==> src/sv/dpsm_pkg.sv <==
// Shared types and constants for the drive power state machine.
// No dependencies; the decoder, transition logic, core and testbench import this package.
`timescale 1ns / 1ps
`default_nettype none

package dpsm_pkg;

  typedef enum logic [3:0] {
    ST_START       = 4'd0,
    ST_NOT_READY   = 4'd1,
    ST_SW_DISABLED = 4'd2,
    ST_READY       = 4'd3,
    ST_SWITCHED_ON = 4'd4,
    ST_OP_ENABLED  = 4'd5,
    ST_QUICK_STOP  = 4'd6,
    ST_FAULT_REACT = 4'd7,
    ST_FAULT       = 4'd8
  } drive_state_t;

  localparam logic [1:0] MODE_CONTROL_WORD = 2'd0;
  localparam logic [1:0] MODE_FAULT        = 2'd1;
  localparam logic [1:0] MODE_STARTUP      = 2'd2;

  typedef enum logic [2:0] {
    CMD_NONE,
    CMD_SHUTDOWN,
    CMD_SWITCH_ON,
    CMD_DISABLE_VOLTAGE,
    CMD_QUICK_STOP,
    CMD_ENABLE_OP,
    CMD_FAULT_RESET
  } command_t;

  // Control word masks and match values.
  localparam logic [15:0] CW_SHUTDOWN_MASK   = 16'h0087;
  localparam logic [15:0] CW_SHUTDOWN_VAL    = 16'h0006;
  localparam logic [15:0] CW_SWITCH_ON_MASK  = 16'h008F;
  localparam logic [15:0] CW_SWITCH_ON_VAL   = 16'h0007;
  localparam logic [15:0] CW_DIS_VOLT_MASK   = 16'h0082;
  localparam logic [15:0] CW_DIS_VOLT_VAL    = 16'h0000;
  localparam logic [15:0] CW_QUICK_STOP_MASK = 16'h0086;
  localparam logic [15:0] CW_QUICK_STOP_VAL  = 16'h0002;
  localparam logic [15:0] CW_ENABLE_OP_MASK  = 16'h008F;
  localparam logic [15:0] CW_ENABLE_OP_VAL   = 16'h000F;
  localparam logic [15:0] CW_FAULT_RST_MASK  = 16'h0080;
  localparam logic [15:0] CW_FAULT_RST_VAL   = 16'h0080;

  typedef struct packed {
    logic drive_on;
    logic drive_off;
    logic power_cut;
    logic quick_stop;
    logic fault_react;
  } pulses_t;

  // Outcome of one transition step.
  typedef struct packed {
    drive_state_t next_state;
    logic         illegal;
    logic         set_online;
    pulses_t      pulses;
  } step_result_t;

endpackage

`default_nettype wire

==> src/sv/dpsm_if.sv <==
// Handshake channel interfaces for the drive power state machine.
// Depends on nothing; payload widths follow the fixed field widths.
`timescale 1ns / 1ps
`default_nettype none

interface dpsm_cmd_if;
  logic        valid;
  logic        ready;
  logic [1:0]  mode;
  logic [15:0] control_word;
  modport source (output valid, mode, control_word, input ready);
  modport sink (input valid, mode, control_word, output ready);
endinterface

interface dpsm_rsp_if;
  logic       valid;
  logic       ready;
  logic [3:0] drive_state;
  logic       status;
  logic       online;
  logic       drive_on_pulse;
  logic       drive_off_pulse;
  logic       power_cut_pulse;
  logic       quick_stop_pulse;
  logic       fault_react_pulse;
  modport source (output valid, drive_state, status, online, drive_on_pulse,
                  drive_off_pulse, power_cut_pulse, quick_stop_pulse,
                  fault_react_pulse, input ready);
  modport sink (input valid, drive_state, status, online, drive_on_pulse,
                drive_off_pulse, power_cut_pulse, quick_stop_pulse,
                fault_react_pulse, output ready);
endinterface

interface dpsm_cfg_if;
  logic valid;
  logic ready;
  logic data;
  modport source (output valid, data, input ready);
  modport sink (input valid, data, output ready);
endinterface

`default_nettype wire

==> src/sv/dpsm_cw_decode.sv <==
// Control word decoder: maps a 16-bit control word to one command.
// Depends on dpsm_pkg.
`timescale 1ns / 1ps
`default_nettype none

module dpsm_cw_decode
  import dpsm_pkg::*;
(
  input  wire logic [15:0] control_word,
  output command_t         command
);

  // Tests run in priority order; the first match wins.
  always_comb begin
    if ((control_word & CW_SHUTDOWN_MASK) == CW_SHUTDOWN_VAL) begin
      command = CMD_SHUTDOWN;
    end else if ((control_word & CW_SWITCH_ON_MASK) == CW_SWITCH_ON_VAL) begin
      command = CMD_SWITCH_ON;
    end else if ((control_word & CW_DIS_VOLT_MASK) == CW_DIS_VOLT_VAL) begin
      command = CMD_DISABLE_VOLTAGE;
    end else if ((control_word & CW_QUICK_STOP_MASK) == CW_QUICK_STOP_VAL) begin
      command = CMD_QUICK_STOP;
    end else if ((control_word & CW_ENABLE_OP_MASK) == CW_ENABLE_OP_VAL) begin
      command = CMD_ENABLE_OP;
    end else if ((control_word & CW_FAULT_RST_MASK) == CW_FAULT_RST_VAL) begin
      command = CMD_FAULT_RESET;
    end else begin
      command = CMD_NONE;
    end
  end

endmodule

`default_nettype wire

==> src/sv/dpsm_transition.sv <==
// Next-state and action logic for one step of the drive state machine.
// Depends on dpsm_pkg.
`timescale 1ns / 1ps
`default_nettype none

module dpsm_transition
  import dpsm_pkg::*;
(
  input  wire drive_state_t state,
  input  wire logic [1:0]   mode,
  input  wire command_t     command,
  input  wire logic         quick_stop_leave_enable,
  output step_result_t      result
);

  always_comb begin
    result            = '0;
    result.next_state = state;
    case (mode)
      MODE_STARTUP: begin
        // Start-up runs from start on to switch-on disabled; from any other state it is illegal.
        if (state == ST_START) begin
          result.next_state = ST_SW_DISABLED;
          result.set_online = 1'b1;
        end else begin
          result.illegal = 1'b1;
        end
      end
      MODE_FAULT: begin
        // Fault reaction completes within the same step.
        result.next_state         = ST_FAULT;
        result.pulses.drive_off   = 1'b1;
        result.pulses.fault_react = 1'b1;
      end
      MODE_CONTROL_WORD: begin
        case (command)
          CMD_SHUTDOWN: begin
            if (state == ST_SW_DISABLED) begin
              result.next_state = ST_READY;
            end else if (state inside {ST_SWITCHED_ON, ST_OP_ENABLED}) begin
              result.next_state       = ST_READY;
              result.pulses.power_cut = 1'b1;
            end else begin
              result.illegal = 1'b1;
            end
          end
          CMD_SWITCH_ON: begin
            // Outside ready and enabled this word is simply ignored.
            if (state == ST_READY) begin
              result.next_state = ST_SWITCHED_ON;
            end else if (state == ST_OP_ENABLED) begin
              result.next_state       = ST_SWITCHED_ON;
              result.pulses.drive_off = 1'b1;
            end
          end
          CMD_DISABLE_VOLTAGE: begin
            if (state == ST_READY) begin
              result.next_state = ST_SW_DISABLED;
            end else if (state inside {ST_OP_ENABLED, ST_SWITCHED_ON, ST_QUICK_STOP}) begin
              result.next_state       = ST_SW_DISABLED;
              result.pulses.power_cut = 1'b1;
            end else begin
              result.illegal = 1'b1;
            end
          end
          CMD_QUICK_STOP: begin
            if (state == ST_READY) begin
              result.next_state = ST_SW_DISABLED;
            end else if (state == ST_SWITCHED_ON) begin
              result.next_state       = ST_SW_DISABLED;
              result.pulses.power_cut = 1'b1;
            end else if (state == ST_OP_ENABLED) begin
              result.next_state        = ST_QUICK_STOP;
              result.pulses.quick_stop = 1'b1;
            end else begin
              result.illegal = 1'b1;
            end
          end
          CMD_ENABLE_OP: begin
            if ((state inside {ST_READY, ST_SWITCHED_ON}) ||
                (state == ST_QUICK_STOP && quick_stop_leave_enable)) begin
              result.next_state      = ST_OP_ENABLED;
              result.pulses.drive_on = 1'b1;
            end else begin
              result.illegal = 1'b1;
            end
          end
          CMD_FAULT_RESET: begin
            if (state == ST_FAULT) begin
              result.next_state = ST_SW_DISABLED;
            end else begin
              result.illegal = 1'b1;
            end
          end
          default: begin
            result.next_state = state;
          end
        endcase
      end
      default: begin
        result.next_state = state;
      end
    endcase
  end

endmodule

`default_nettype wire

==> src/sv/drive_power_state_machine_core.sv <==
// Drive power state machine, top level.
// A beat is held in the command register, then moves on to the response register
// (which drives rsp.valid) once that is free or draining. Throughput: one beat per
// cycle unless rsp.ready stalls it. Reset: state returns to start, online flag and
// quick-stop option clear, both pipeline registers empty. Depends on dpsm_pkg,
// dpsm_cw_decode, dpsm_transition and the dpsm interfaces.
`timescale 1ns / 1ps
`default_nettype none

module drive_power_state_machine_core
  import dpsm_pkg::*;
(
  input  wire logic clk,
  input  wire logic rst,
  dpsm_cmd_if.sink   cmd,
  dpsm_rsp_if.source rsp,
  dpsm_cfg_if.sink   cfg
);

  logic         cmd_valid_q;
  logic [1:0]   mode_q;
  logic [15:0]  control_word_q;
  drive_state_t state;
  logic         online_flag;
  logic         quick_stop_leave_enable;
  logic         rsp_valid;
  logic         advance;
  logic         online_next;
  command_t     command;
  step_result_t result;

  dpsm_cw_decode u_decode (
    .control_word (control_word_q),
    .command      (command)
  );

  dpsm_transition u_transition (
    .state                   (state),
    .mode                    (mode_q),
    .command                 (command),
    .quick_stop_leave_enable (quick_stop_leave_enable),
    .result                  (result)
  );

  // The held beat moves on when the result register is free or draining.
  assign advance     = cmd_valid_q && (!rsp_valid || rsp.ready);
  assign cmd.ready   = !cmd_valid_q || advance;
  assign cfg.ready   = 1'b1;
  assign online_next = online_flag | result.set_online;

  always_ff @(posedge clk) begin
    if (rst) begin
      cmd_valid_q <= 1'b0;
    end else if (cmd.ready) begin
      cmd_valid_q <= cmd.valid;
    end
    if (cmd.ready && cmd.valid) begin
      mode_q         <= cmd.mode;
      control_word_q <= cmd.control_word;
    end
  end

  always_ff @(posedge clk) begin
    if (rst) begin
      quick_stop_leave_enable <= 1'b0;
    end else if (cfg.valid) begin
      quick_stop_leave_enable <= cfg.data;
    end
  end

  always_ff @(posedge clk) begin
    if (rst) begin
      state       <= ST_START;
      online_flag <= 1'b0;
    end else if (advance) begin
      state       <= result.next_state;
      online_flag <= online_next;
    end
  end

  always_ff @(posedge clk) begin
    if (rst) begin
      rsp_valid <= 1'b0;
    end else if (advance) begin
      rsp_valid <= 1'b1;
    end else if (rsp.ready) begin
      rsp_valid <= 1'b0;
    end
    if (advance) begin
      rsp.drive_state       <= 4'(result.next_state);
      rsp.status            <= result.illegal;
      rsp.online            <= online_next;
      rsp.drive_on_pulse    <= result.pulses.drive_on;
      rsp.drive_off_pulse   <= result.pulses.drive_off;
      rsp.power_cut_pulse   <= result.pulses.power_cut;
      rsp.quick_stop_pulse  <= result.pulses.quick_stop;
      rsp.fault_react_pulse <= result.pulses.fault_react;
    end
  end

  assign rsp.valid = rsp_valid;

endmodule

`default_nettype wire

==> src/flat_wrapper.sv <==
// flat-port wrapper written by rule: the top's interface ports become plain ports
module drive_power_state_machine_core_flat import dpsm_pkg::*;
  (clk, rst, cmd_valid, cmd_mode, cmd_control_word, cmd_ready, rsp_valid, rsp_drive_state, rsp_status, rsp_online, rsp_drive_on_pulse, rsp_drive_off_pulse, rsp_power_cut_pulse, rsp_quick_stop_pulse, rsp_fault_react_pulse, rsp_ready, cfg_valid, cfg_data, cfg_ready);
  dpsm_cmd_if cmd_i ();
  dpsm_rsp_if rsp_i ();
  dpsm_cfg_if cfg_i ();
  input  wire logic clk;
  input  wire logic rst;
  input wire logic [$bits(cmd_i.valid)-1:0] cmd_valid;
  input wire logic [$bits(cmd_i.mode)-1:0] cmd_mode;
  input wire logic [$bits(cmd_i.control_word)-1:0] cmd_control_word;
  output wire logic [$bits(cmd_i.ready)-1:0] cmd_ready;
  output wire logic [$bits(rsp_i.valid)-1:0] rsp_valid;
  output wire logic [$bits(rsp_i.drive_state)-1:0] rsp_drive_state;
  output wire logic [$bits(rsp_i.status)-1:0] rsp_status;
  output wire logic [$bits(rsp_i.online)-1:0] rsp_online;
  output wire logic [$bits(rsp_i.drive_on_pulse)-1:0] rsp_drive_on_pulse;
  output wire logic [$bits(rsp_i.drive_off_pulse)-1:0] rsp_drive_off_pulse;
  output wire logic [$bits(rsp_i.power_cut_pulse)-1:0] rsp_power_cut_pulse;
  output wire logic [$bits(rsp_i.quick_stop_pulse)-1:0] rsp_quick_stop_pulse;
  output wire logic [$bits(rsp_i.fault_react_pulse)-1:0] rsp_fault_react_pulse;
  input wire logic [$bits(rsp_i.ready)-1:0] rsp_ready;
  input wire logic [$bits(cfg_i.valid)-1:0] cfg_valid;
  input wire logic [$bits(cfg_i.data)-1:0] cfg_data;
  output wire logic [$bits(cfg_i.ready)-1:0] cfg_ready;
  assign cmd_i.valid = cmd_valid;
  assign cmd_i.mode = cmd_mode;
  assign cmd_i.control_word = cmd_control_word;
  assign cmd_ready = cmd_i.ready;
  assign rsp_valid = rsp_i.valid;
  assign rsp_drive_state = rsp_i.drive_state;
  assign rsp_status = rsp_i.status;
  assign rsp_online = rsp_i.online;
  assign rsp_drive_on_pulse = rsp_i.drive_on_pulse;
  assign rsp_drive_off_pulse = rsp_i.drive_off_pulse;
  assign rsp_power_cut_pulse = rsp_i.power_cut_pulse;
  assign rsp_quick_stop_pulse = rsp_i.quick_stop_pulse;
  assign rsp_fault_react_pulse = rsp_i.fault_react_pulse;
  assign rsp_i.ready = rsp_ready;
  assign cfg_i.valid = cfg_valid;
  assign cfg_i.data = cfg_data;
  assign cfg_ready = cfg_i.ready;
  drive_power_state_machine_core u_core (.clk(clk), .rst(rst), .cmd(cmd_i), .rsp(rsp_i), .cfg(cfg_i));
endmodule
==> config.mk <==
export PLATFORM = sky130hd
export DESIGN_NAME = drive_power_state_machine_core_flat
export DESIGN_NICKNAME = d
export VERILOG_FILES = /design/src/sv/dpsm_pkg.sv /design/src/sv/dpsm_if.sv /design/src/sv/dpsm_cw_decode.sv /design/src/sv/dpsm_transition.sv /design/src/sv/drive_power_state_machine_core.sv /design/src/flat_wrapper.sv
export SDC_FILE = /design/constraint.sdc
export NUM_CORES = 1
export LEC_CHECK = 0
export ABC_CLOCK_PERIOD_IN_PS = 1900
export BUFFER_PORTS_ARGS = -buffer_cell sky130_fd_sc_hd__buf_2
export CAP_MARGIN = 30
export CORE_UTILIZATION = 30
export DETAILED_ROUTE_END_ITERATION = 12
export GPL_ROUTABILITY_DRIVEN = 0
export GPL_TIMING_DRIVEN = 1
export SYNTH_ARGS = -nofsm -noshare
export SYNTH_HDL_FRONTEND = slang
export SYNTH_SLANG_ARGS = --single-unit
==> constraint.sdc <==
create_clock -name clk -period 1.9 [get_ports clk]
set_clock_uncertainty 0.1 [all_clocks]
set_input_delay 0.38 -clock clk [delete_from_list [all_inputs] [get_ports clk]]
set_output_delay 0.38 -clock clk [all_outputs]
set_load 0.05 [all_outputs]
**Word level (Yosys, flattened, before mapping)**

Index checks and enable logic that the tools add are counted.

- Bits of input ports: 24
- Logic and storage cells: 103
- Register bits: 29
- Output and inout port bits: 14

- Multiplexer cells: 50
- Bitwise operators: 3
- Reduce and logical (&&, ||, !) cells: 17
- Eq/ne operators: 18

Operator list:

| cell | count |
|---|---|
| $mux 4 | 12 |
| $mux 1 | 25 |
| $pmux 4 s6 | 1 |
| $mux 3 | 6 |
| $eq 4x3->1 const B | 4 |
| $logic_not 16->1 | 1 |
| $pmux 4 s3 | 1 |
| $eq 3x3->1 const B | 3 |
| $eq 4x2->1 const B | 2 |
| $eq 3x1->1 const B | 2 |
| $eq 3x2->1 const B | 2 |
| $reduce_bool 2->1 | 3 |
| $eq 5x3->1 const B | 1 |
| $eq 5x4->1 const B | 1 |
| $pmux 1 s5 | 1 |
| $eq 4x4->1 const B | 1 |
| $logic_not 4->1 | 1 |
| $pmux 1 s2 | 2 |
| $reduce_or 4->1 | 1 |
| $logic_and 1x1->1 | 3 |
| $logic_or 1x1->1 | 3 |
| $pmux 1 s3 | 1 |
| $reduce_bool 3->1 | 1 |
| $eq 2x1->1 const B | 1 |
| other kinds (7) | 9 |

**Longest topological paths before layout**

Gate-level depths: netlist of the first run.

- Depth in word-level cells: 9
- Gate-level depth with buffers: 6
- Gate-level depth less buffers: 6

**Cells and area by module**

Synthesis of the first run repeated with hierarchy kept, for this count alone.

- Cell total of the unflattened synthesis: 150
- Area total of the unflattened synthesis: 1841.8 sq um

By module, submodules not included:

| module | area each (sq um) | seq. area each (sq um) | cells each | instances |
|---|---|---|---|---|
| drive_power_state_machine_core | 1241.2 | 1031.0 | 67 | 1 |
| dpsm_transition | 546.8 | 0.0 | 76 | 1 |
| dpsm_cw_decode | 53.8 | 0.0 | 7 | 1 |

**Worst setup path after synthesis of the first run**

No wires, ideal clock.

- Path kind: flip-flop to flip-flop
- Start: reg u_core.rsp_valid, in the netlist u_core.rsp.valid
- End: reg u_core.control_word_q[0] (enable)
- Path slack: -39 ps
- Clock period less this slack: 1939 ps
- Path buffers: 0
- Data required time: 1528 ps
- Cell stages (with the launch flop): 4
- Arrival: 1566 ps
- Setup time: 272 ps
- Cell sequence: dfxtp_1 > nor2b_1 > nand2_1 > and2_1

- Cells in the longest elaborated chain, start to end: 5

Ends and longest elaborated chain:

| item | line | RTL |
|---|---|---|
| from (decl) | drive_power_state_machine_core.sv:26 | `logic rsp_valid;` |
| from (signal assigned) | drive_power_state_machine_core.sv:83 | `rsp_valid <= 1'b0;` |
| from (signal assigned) | drive_power_state_machine_core.sv:85 | `rsp_valid <= 1'b1;` |
| from (signal assigned) | drive_power_state_machine_core.sv:87 | `rsp_valid <= 1'b0;` |
| $logic_not 1->1 | drive_power_state_machine_core.sv:46 | `assign advance = cmd_valid_q && (!rsp_valid \|\| rsp.ready);` |
| $logic_or 1x1->1 | drive_power_state_machine_core.sv:46 |  |
| $logic_and 1x1->1 | drive_power_state_machine_core.sv:46 |  |
| $logic_or 1x1->1 | drive_power_state_machine_core.sv:47 | `assign cmd.ready = !cmd_valid_q \|\| advance;` |
| net cmd_ready | flat_wrapper.sv:12 | `output wire logic [$bits(cmd_i.ready)-1:0] cmd_ready;` |
| $logic_and 1x1->1 | drive_power_state_machine_core.sv:57 | `if (cmd.ready && cmd.valid) begin` |
| to (signal assigned) | drive_power_state_machine_core.sv:59 | `control_word_q <= cmd.control_word;` |
| to (decl) | drive_power_state_machine_core.sv:22 | `logic [15:0] control_word_q;` |

The timed path passes the listed nets, and every way through them passes these cells.
A chain may end at the register's enable or synchronous reset.

==> impl_summary.txt, run 1 <==
----------------------------------------------------
[Floorplanning]
  Number of core rows ... 25
  Die Area ... 5190 um2
  Die width ... 72.1 um
  Die extent in y ... 72.1 um
  Core area ... 4720 um2
  Number of placed I/O pins ... 38
  Effective utilization at floorplan ... 0.312

[Yosys]
  Ys flop type ... edfxtp_1
  Combinational family with the most area after synthesis ... simple AND/OR/NAND/NOR gates
  Post-Synth Adder-Cell Area ... 0
  Fraction of the yosys area taken by sequential cells ... 0.476
  Avg Inst Size Synth ... 9.82 um2
  Post-Syn Area ... 1470 um2
  Dominant cell by count in the synthesized netlist ... edfxtp_1
  Largest area contributor in the netlist ... edfxtp_1
  Post-synthesis xor/xnor area fraction ... 0.00595
  Most numerous cell types in the synthesized netlist ... edfxtp_1 (18), nand2_1 (14), nor2_1 (14)
  Cells after synthesis ... 150
  Leading cell types by total area after synthesis ... edfxtp_1 (37%), dfxtp_1 (11%), a21oi_1 (3.7%)
  Nets in the synthesized netlist ... 174
  Portion of synthesized cell area occupied by the leading cell type ... 0.367
  Post-synthesis compound-gate area fraction ... 0.204
  Total of flip-flops plus latches after synthesis ... 26
  Yosys Warn Count ... 0
  Number of enable-type register cells in the synthesized netlist ... 18
  Number of distinct library cell variants in the gate-level netlist after synthesis ... 52
  Area share of and/or/nand/nor cells after synthesis ... 0.257
  Async set-reset flop share out of synthesis ... 0
  Multiplexer fraction of the synthesized cell area ... 0.00680

[Global route]
  Maximum number of pins on one net before global-route repair ... 15
  First-pass GRT wire length ... 5660 um
  Via count of the first global-routing pass ... 1,189
  Residual overflow from global routing ... 0
  Number of antenna violations at the first check in global routing ... 0
  Total global routing track utilization ... 0.141

[CTS]
  Source-to-sink clock delay at the later pin of the worst-skew pair ... 0.27 ns
  Cell at the root of the clock tree ... clkbuf_8
  H-tree depth ... 1
  Deepest clock path buffer count ... 2
  Post-CTS setup-driven buffer insertion count ... 0
  Clock-pin slew of the registers on the worst-case setup and hold paths ... 0.08 ns
  Clock buffer count from CTS ... 3
  Sinks on the clock net ... 26
  CTS tree ... yes

[Setup path]
  Critical Path RT ... 1.81 ns
  Maximum fanout along the worst path ... 10
  Crit path largest cell delay ... 0.42 ns
  Start-to-end type of the worst setup path ... register to register
  Reg-to-reg critical path startpoint ... u_core.state[2]$_SDFFE_PP0P_
  Worst reg2reg path endpoint ... u_core.rsp.drive_state[0]$_DFFE_PP_
  Slack of the worst reg-to-reg path ... 0.10 ns
  Critical Path Slowest Stage Cell ... dfxtp_4
  Critical Path Start Type ... register
  Depth of the most critical reg-to-reg path ... 5
  Critical path, cell by cell ... a21bo_1, a2111oi_4, nor3_1, o21ai_1, o31ai_1
  Worst Setup End Kind ... register
  Worst endpoint data arrival time ... 1.71 ns

[Pwr]
  Cell-internal power ... 0.000884 W
  Fraction of power consumed by sequential logic ... 0.550
  Switching share of power ... 0.258
  Leakage power ... 0.779 nW
  Combinational group share of total power ... 0.155
  Power density cells ... 625 nW/um2
  Maximum ir drop on the vdd rail ... 0.372 mV
  Sw Pwr ... 0.000307 W
  Fraction of power consumed by the clock network ... 0.295

[Flow run]
  # Max-Cap Violations ... 0

[Drt]
  DRT iter0 DRCs ... 90
  Detailed-router iteration count before antenna repair ... 4
  Post-detailed-route via-to-cell ratio ... 5.03
  Final wirelength ... 3340 um
  Count of vias placed by the detailed router ... 1,324
  Detailed-route DRC error count ... 0
  Wire length per cell after detailed routing ... 12.7 um
  Post-route ant nets ... 0

[Timing]
  Hold WS ... 0.179 ns
  Final Hold Fails ... 0
  Final period demand of the worst path ... 1.80 ns
  RSZ-0062 raised after global routing ... no
  Final setup violation count ... 0
  Ratio of final minimum period to clock period ... 0.947
  Final sum of negative setup slack ... 0 ns
  Slew Limit Fails ... 0
  Highest clock rate ... 556 MHz

[Cells and area]
  Final net count ... 221
  ANT cells ... 0
  Area added between synthesis and finish ... 29.5%
  Share of the core filled with cells in the final layout ... 0.404
  Seq. cell area ... 708 um2
  Layout filler cell count ... 477
  Area used by multi-input combinational logic ... 713 um2
  Fraction of final layout cells sized beyond drive strength 1 ... 0.357

[Run status]
  Status ... completed

[Worst hold path]
  Tightest Hold Check Type ... primary input to register
  WHS Endpoint ... u_core.control_word_q[1]$_DFFE_PP_
  Hold path start ... cmd_control_word[1]
  Worst hold path stage count ... 1

[Placed design]
  Half-perimeter wire length of the detailed placement result ... 2490 um
  Number of buffer cells added on primary ports ... 25

----------------------------------------------------
## through the flow
| stage | cells | instance area (um2) | power, W | setup slack, ns |
|---|---|---|---|---|
| floorplan | 150 | 1470 | 0.000789 | 0.128 |
| global placement | 259 | 1830 | 0.000852 | -0.0781 |
| detailed placement | 259 | 1830 | 0.000852 | -0.0552 |
| CTS | 263 | 1890 | 0.00121 | 0.0245 |
| global route | 263 | 1910 | 0.00125 | 0.00424 |
| finish | 263 | 1910 | 0.00119 | 0.101 |
## sequential cells by signal, summed over array words and instances, names as in the netlist
signal and flops:
u_core.cmd_valid_q 1, u_core.control_word_q 5, u_core.mode_q 2, u_core.online_flag 1
u_core.quick_stop_leave_enable 1, u_core.rsp.drive_off_pulse 1, u_core.rsp.drive_on_pulse 1, u_core.rsp.drive_state 4
u_core.rsp.fault_react_pulse 1, u_core.rsp.online 1, u_core.rsp.power_cut_pulse 1, u_core.rsp.quick_stop_pulse 1
u_core.rsp.status 1, u_core.rsp.valid 1, u_core.state 4
## critical path, delay by kind of cell (launching register included)
kind / cells / cell delay (ns)
AO/OA/AOI/OAI: 4 / 0.88
flip-flops: 1 / 0.42
AND/OR/NAND/NOR: 1 / 0.14
## area by class of cell
class / count / area share
clock buffer: 4 / 0.0289
inverter: 5 / 0.00984
multi-input combinational: 109 / 0.374
sequential: 26 / 0.371
tap: 67 / 0.0440
timing repair buffer: 52 / 0.172
## cells by family after synthesis
kind of cell    count (synthesis)
compound gates                 40
xor+xnor                        1
flops                          26
buf+inv                        15
simple gates                   66
other cells                     1
mux                             1
## repair_timing
action                     4_1_cts  5_1_grt
hold buffers                     0        0
setup endpoints to repair        3        5
gates resized for setup          2        4
## power by group through the flow
stage | clock (W) | combinational [W] | sequential, W
2_1_floorplan | 0 | 0.0000860 | 0.000703
3_3_place_gp | 0 | 0.000183 | 0.000669
3_5_place_dp | 0 | 0.000182 | 0.000670
4_1_cts | 0.000369 | 0.000183 | 0.000657
5_1_grt | 0.000388 | 0.000203 | 0.000659
6_report | 0.000351 | 0.000185 | 0.000655
## cell usage in the layout (no fill, tap or decap), types with 5 or more instances in the layout
master	synthesis	final
edfxtp_1	18	18
nand2_1	14	14
buf_2	3	25
buf_4	1	27
a21oi_1	11	11
nand2b_1	5	5
nor2_1	14	14
## how the worst max path moves through the flow
stage	slack [ns]	endpoint	cells after the start	start
finish	0.10	u_core.rsp.drive_state[0]$_DFFE_PP_	5	u_core.state[2]$_SDFFE_PP0P_
global placement	-0.08	u_core.rsp.drive_state[0]$_DFFE_PP_	7	u_core.state[2]$_SDFFE_PP0P_
detailed placement	-0.06	u_core.rsp.drive_state[0]$_DFFE_PP_	7	u_core.state[2]$_SDFFE_PP0P_
global route	0.004	u_core.rsp.drive_state[0]$_DFFE_PP_	5	u_core.state[1]$_SDFFE_PP0P_
CTS	0.02	u_core.rsp.drive_state[0]$_DFFE_PP_	7	u_core.state[0]$_SDFFE_PP0P_
floorplan	0.13	u_core.control_word_q[0]$_DFFE_PP_	3	u_core.rsp.valid$_SDFFE_PP0P_
## layer usage
layer	vias to the layer above	part of all wire	wire length, um	track usage
li1	654	-	-	-
met1	610	0.46	1540	0.196
met2	52	0.46	1530	0.219
met3	8	0.058	193	0.0292
met4	0	0.023	76	0.0458
met5	-	0	0	0
(Power assumes the default switching activity.)
==> run 2: changes to the inputs <==
- REMOVE_ABC_BUFFERS: not set -> 1
- SLEW_MARGIN: not set -> 10
==> impl_summary.txt, run 2 (synthesis gave the netlist of run 1 again) <==
----------------------------------------------------
[Pwr]
  Maximum ir drop on the vdd rail ... 0.399 mV
  Overall power of the completed layout ... 0.00131 W
  Leakage power ... 0.780 nW
  Power density cells ... 678 nW/um2

[Drt]
  Detailed-router iteration count before antenna repair ... 4
  DRT iter0 DRCs ... 60
  Count of vias placed by the detailed router ... 1,265
  Wire length per cell after detailed routing ... 12.4 um
  Detailed-route DRC error count ... 0
  Final wirelength ... 3230 um
  Post-detailed-route via-to-cell ratio ... 4.85
  Post-route ant nets ... 0

[Timing]
  Ratio of final minimum period to clock period ... 0.967
  Slew Limit Fails ... 0
  Final setup violation count ... 0
  Highest clock rate ... 544 MHz
  Final Hold Fails ... 0
  Final period demand of the worst path ... 1.84 ns
  Final sum of negative setup slack ... 0 ns
  Setup slack of the critical path after layout ... 0.0633 ns

[Global route]
  Maximum number of pins on one net before global-route repair ... 16
  Residual overflow from global routing ... 0
  Number of antenna violations at the first check in global routing ... 0
  First-pass GRT wire length ... 5310 um
  Via count of the first global-routing pass ... 1,139
  Total global routing track utilization ... 0.131

[CTS]
  Sinks on the clock net ... 26
  CTS tree ... yes
  Source-to-sink clock delay at the later pin of the worst-skew pair ... 0.28 ns
  Clock buffer count from CTS ... 3
  Cell at the root of the clock tree ... clkbuf_8
  Deepest clock path buffer count ... 2
  H-tree depth ... 1
  Number of hold buffers added after CTS ... 0
  Clock-pin slew of the registers on the worst-case setup and hold paths ... 0.09 ns

[Setup path]
  Start-to-end type of the worst setup path ... register to register
  Critical Path Slowest Stage Cell ... a2111oi_4
  Crit path largest cell delay ... 0.38 ns
  Depth of the most critical reg-to-reg path ... 6
  Worst endpoint data arrival time ... 1.77 ns
  Critical path, cell by cell ... buf_4, a21bo_1, a2111oi_4, o32ai_1, nand3b_1, o211ai_1
  Worst Setup End Kind ... register
  Maximum fanout along the worst path ... 7
  Critical Path Start Type ... register
  Critical Path RT ... 1.83 ns

[Floorplanning]
  Number of core rows ... 25
  Die width ... 72.1 um
  Number of placed I/O pins ... 38
  Die extent in y ... 72.1 um
  Effective utilization at floorplan ... 0.312
  Die Area ... 5190 um2
  Core area ... 4720 um2

[Cells and area]
  Area added between synthesis and finish ... 30.8%
  Final net count ... 219
  Most flop-heavy register ... u_core.control_word_q
  Seq. cell area ... 706 um2
  Post-route insts no fill ... 261
  ANT cells ... 0
  Top library cells by usage in the layout, fill and taps aside ... buf_2 (25), buf_4 (25), edfxtp_1 (18), nand2_1 (14), nor2_1 (13)
  Fraction of final layout cells sized beyond drive strength 1 ... 0.361
  Layout filler cell count ... 470
  Finished layout cell area ... 1930 um2
  Area used by multi-input combinational logic ... 733 um2
  Flip-flop count of the largest register after layout ... 5
  Biggest registers after layout ... u_core.control_word_q x5, u_core.rsp.drive_state x4, u_core.state x4

[Placed design]
  Half-perimeter wire length of the detailed placement result ... 2440 um
  Minimum setup slack after placement ... -0.00892 ns
  Cell count after placement ... 256
  Cell area after placement ... 1810 um2
  Number of buffer cells added on primary ports ... 25

[Worst hold path]
  Worst hold path stage count ... 1
  Tightest Hold Check Type ... primary input to register

[Flow run]
  # Max-Cap Violations ... 0

[Run status]
  Status ... completed

----------------------------------------------------
==> run 2: per-layer routing <==
layer  global-route usage  part of all wire  up-vias
li1                     -                 -      648
met1                0.175              0.47      578
met2                0.207              0.48       32
met3               0.0264             0.039        7
met4               0.0523             0.014        0
met5                    0                 0        -
==> run 2: cell type report <==
| type | count | area share |
|---|---|---|
| Multi-Input combinational cell | 109 | 0.381 |
| Clock buffer | 3 | 0.0214 |
| Inverter | 5 | 0.00975 |
| Clock inverter | 1 | 0.0156 |
| Sequential cell | 26 | 0.366 |
| Tap cell | 67 | 0.0435 |
| Timing Repair Buffer | 50 | 0.162 |
==> run 2: worst paths after layout <==
path,start,to,slack (ns)
max,u_core.state[0]$_SDFFE_PP0P_,u_core.rsp.drive_state[2]$_DFFE_PP_,0.06
min,cmd_control_word[2],u_core.control_word_q[2]$_DFFE_PP_,0.17
max reg2reg,u_core.state[0]$_SDFFE_PP0P_,u_core.rsp.drive_state[2]$_DFFE_PP_,0.06
min reg2reg,u_core.online_flag$_SDFFE_PP0P_,u_core.online_flag$_SDFFE_PP0P_,0.37
==> run 2: stage by stage <==
step                      hold slack, ns  utilization
after CTS                          0.168        0.399
after floorplan                    0.329            -
final                              0.175        0.408
after global placement             0.345        0.383
after detailed placement           0.350        0.383
after global routing               0.163        0.408
==> run 2: where the power goes <==
group	switching (W)	total [W]	leakage [nW]	internal (W)
sequential	0.0000218	0.000654	0.241	0.000632
combinational	0.000121	0.000191	0.504	0.0000700
clock	0.000179	0.000462	0.0357	0.000282
==> run 2: worst max-delay path: cells and delay by family (launching register included) <==
| kind | cells | cell delay, ns |
|---|---|---|
| AOI/OAI and AO/OA | 4 | 0.84 |
| DFF | 1 | 0.36 |
| buffers and inverters | 1 | 0.18 |
| and+or+nand+nor | 1 | 0.11 |
==> run 2: repair_timing <==
| item | 4_1_cts | 5_1_grt |
|---|---|---|
| endpoints found under the setup margin | 3 | 2 |
| pin swaps | 0 | 0 |
| gates resized for setup | 2 | 7 |
| endpoints found under the hold margin | 0 | 0 |
| setup buffers | 0 | 1 |
==> run 3: changes to the inputs <==
- CORE_UTILIZATION: 30 -> 54
- CTS_BUF_LIST: not set -> sky130_fd_sc_hd__clkbuf_4
- PLACE_DENSITY: not set -> 0.81
==> impl_summary.txt, run 3 (synthesis gave the netlist of run 1 again) <==
----------------------------------------------------
[Run status]
  Status ... completed

[Drt]
  DRT iter0 DRCs ... 50
  Wire length per cell after detailed routing ... 14.8 um
  Final wirelength ... 3220 um
  Detailed-router iteration count before antenna repair ... 4
  Post-route ant nets ... 0
  Post-detailed-route via-to-cell ratio ... 6.12
  Detailed-route DRC error count ... 0
  Count of vias placed by the detailed router ... 1,335

[Setup path]
  Worst Setup End Kind ... register
  Critical path, cell by cell ... buf_4, nor2b_2, a21oi_1, nor4_1, a311oi_1, o31ai_1
  Start-to-end type of the worst setup path ... register to register
  Buffers plus inverters on the worst setup path ... 1
  Reg-to-reg critical path startpoint ... u_core.state[2]$_SDFFE_PP0P_
  Slack of the worst reg-to-reg path ... 0.02 ns
  Maximum fanout along the worst path ... 7
  Depth of the most critical reg-to-reg path ... 6
  Critical Path Start Type ... register
  Crit path largest cell delay ... 0.42 ns
  Critical Path Slowest Stage Cell ... dfxtp_2
  Cell type group with the largest total delay on the critical path ... compound AO/OA/AOI/OAI gates
  Worst endpoint data arrival time ... 1.90 ns
  Critical Path RT ... 1.93 ns
  Worst reg2reg path endpoint ... u_core.rsp.drive_state[0]$_DFFE_PP_

[Timing]
  RSZ-0062 raised after global routing ... yes
  Ratio of final minimum period to clock period ... 0.988
  Final sum of negative setup slack ... 0 ns
  Slew Limit Fails ... 0
  Final setup violation count ... 0
  Final period demand of the worst path ... 1.88 ns
  Setup slack of the critical path after layout ... 0.0236 ns
  Highest clock rate ... 533 MHz
  Final Hold Fails ... 0

[Placed design]
  Number of buffer cells added on primary ports ... 25
  Half-perimeter wire length of the detailed placement result ... 2400 um
  Minimum setup slack after placement ... -0.0324 ns
  Cell count after placement ... 212

[Pwr]
  Power density cells ... 676 nW/um2
  Overall power of the completed layout ... 0.00122 W
  Leakage power ... 0.742 nW
  Maximum ir drop on the vdd rail ... 0.498 mV

[Cells and area]
  Share of the core filled with cells in the final layout ... 0.715
  Biggest registers after layout ... u_core.control_word_q x5, u_core.rsp.drive_state x4, u_core.state x4
  Top library cells by usage in the layout, fill and taps aside ... buf_2 (25), buf_4 (19), edfxtp_1 (18), nand2_1 (14), nor2_1 (14)
  Commonest non-fill, non-tap cell in the layout ... buf_2
  Final net count ... 213
  Fraction of final layout cells sized beyond drive strength 1 ... 0.340
  Post-route insts no fill ... 218
  Flip-flop count of the largest register after layout ... 5
  Most flop-heavy register ... u_core.control_word_q
  Area added between synthesis and finish ... 22.4%
  ANT cells ... 0

[Global route]
  Number of antenna violations at the first check in global routing ... 0
  Via count of the first global-routing pass ... 1,277
  First-pass GRT wire length ... 5380 um
  Maximum number of pins on one net before global-route repair ... 16
  Residual overflow from global routing ... 0
  Total global routing track utilization ... 0.257

[CTS]
  Sinks on the clock net ... 26
  Clock-pin slew of the registers on the worst-case setup and hold paths ... 0.14 ns
  CTS tree ... yes
  Clock buffer count from CTS ... 3
  Deepest clock path buffer count ... 2
  Number of hold buffers added after CTS ... 0
  Cell at the root of the clock tree ... clkbuf_4
  Source-to-sink clock delay at the later pin of the worst-skew pair ... 0.32 ns
  H-tree depth ... 1

[Floorplanning]
  Die width ... 54.2 um
  Die extent in y ... 54.2 um
  Number of placed I/O pins ... 38
  Core area ... 2520 um2
  Die Area ... 2940 um2
  Number of core rows ... 18
  Effective utilization at floorplan ... 0.584

[Worst hold path]
  Hold path start ... cmd_control_word[7]
  Tightest Hold Check Type ... primary input to register
  WHS Endpoint ... u_core.control_word_q[7]$_DFFE_PP_
  Worst hold path stage count ... 1

[Flow run]
  # Max-Cap Violations ... 0

----------------------------------------------------
-- run 3: cell count changes in the layout (fill, tap and decap cells not counted), sizes merged --
cell | previous run | this run
buf | 50 | 44
-- run 3: metrics by stage --
stage	area, um2	hold slack, ns
3_5_place_dp	1710	0.389
2_1_floorplan	1420	0.329
4_1_cts	1770	0.111
5_1_grt	1800	0.114
3_3_place_gp	1710	0.342
6_report	1800	0.121
-- run 3: final cells by class --
| cell class | count | area (um2) |
|---|---|---|
| clock buffers | 3 | 22.5 |
| well taps | 30 | 37.5 |
| clock inverters | 1 | 30.0 |
| inverters | 5 | 18.8 |
| multi-input cells | 109 | 722 |
| flip-flops and latches | 26 | 704 |
| repair buffers | 44 | 268 |
| fillers | 183 | 719 |
-- run 3: worst register-to-register path, delay by kind of cell (launching register included) --
| kind | cells | cell delay (ns) |
|---|---|---|
| buffers and inverters | 1 | 0.15 |
| AND/OR/NAND/NOR | 2 | 0.47 |
| AO/OA/AOI/OAI | 3 | 0.54 |
| flip-flops | 1 | 0.42 |
-- run 3: report_power, final --
part           switching [W]  internal (W)  total, W  leakage (nW)
logic               0.000119     0.0000657  0.000184         0.473
registers          0.0000220      0.000634  0.000656         0.241
clock network       0.000165      0.000213  0.000378        0.0279
total               0.000305      0.000913   0.00122         0.742
-- run 3: worst max-delay path by stage --
stage	cells after the start	end	startpoint
after floorplan	3	u_core.control_word_q[0]$_DFFE_PP_	u_core.rsp.valid$_SDFFE_PP0P_
after global placement	4	u_core.rsp.drive_state[1]$_DFFE_PP_	u_core.state[0]$_SDFFE_PP0P_
after detailed placement	5	u_core.rsp.drive_state[0]$_DFFE_PP_	u_core.control_word_q[7]$_DFFE_PP_
after CTS	5	u_core.rsp.drive_state[0]$_DFFE_PP_	u_core.control_word_q[7]$_DFFE_PP_
after global routing	6	u_core.rsp.drive_state[0]$_DFFE_PP_	u_core.state[0]$_SDFFE_PP0P_
final	6	u_core.rsp.drive_state[0]$_DFFE_PP_	u_core.state[2]$_SDFFE_PP0P_
-- run 3: what timing repair did --
item                                   4_1_cts  5_1_grt
resized for setup                            3        5
pin swaps                                    0        2
endpoints found under the hold margin        0        0
setup endpoints to repair                    1        5
buffers inserted                             0        2
-- run 3: metal layers --
layer | GRT usage | wire length [um] | up-vias
li1 | - | - | 641
met1 | 0.304 | 1310 | 604
met2 | 0.435 | 1590 | 78
met3 | 0.0333 | 227 | 12
met4 | 0.167 | 89 | 0
met5 | 0 | 0 | -
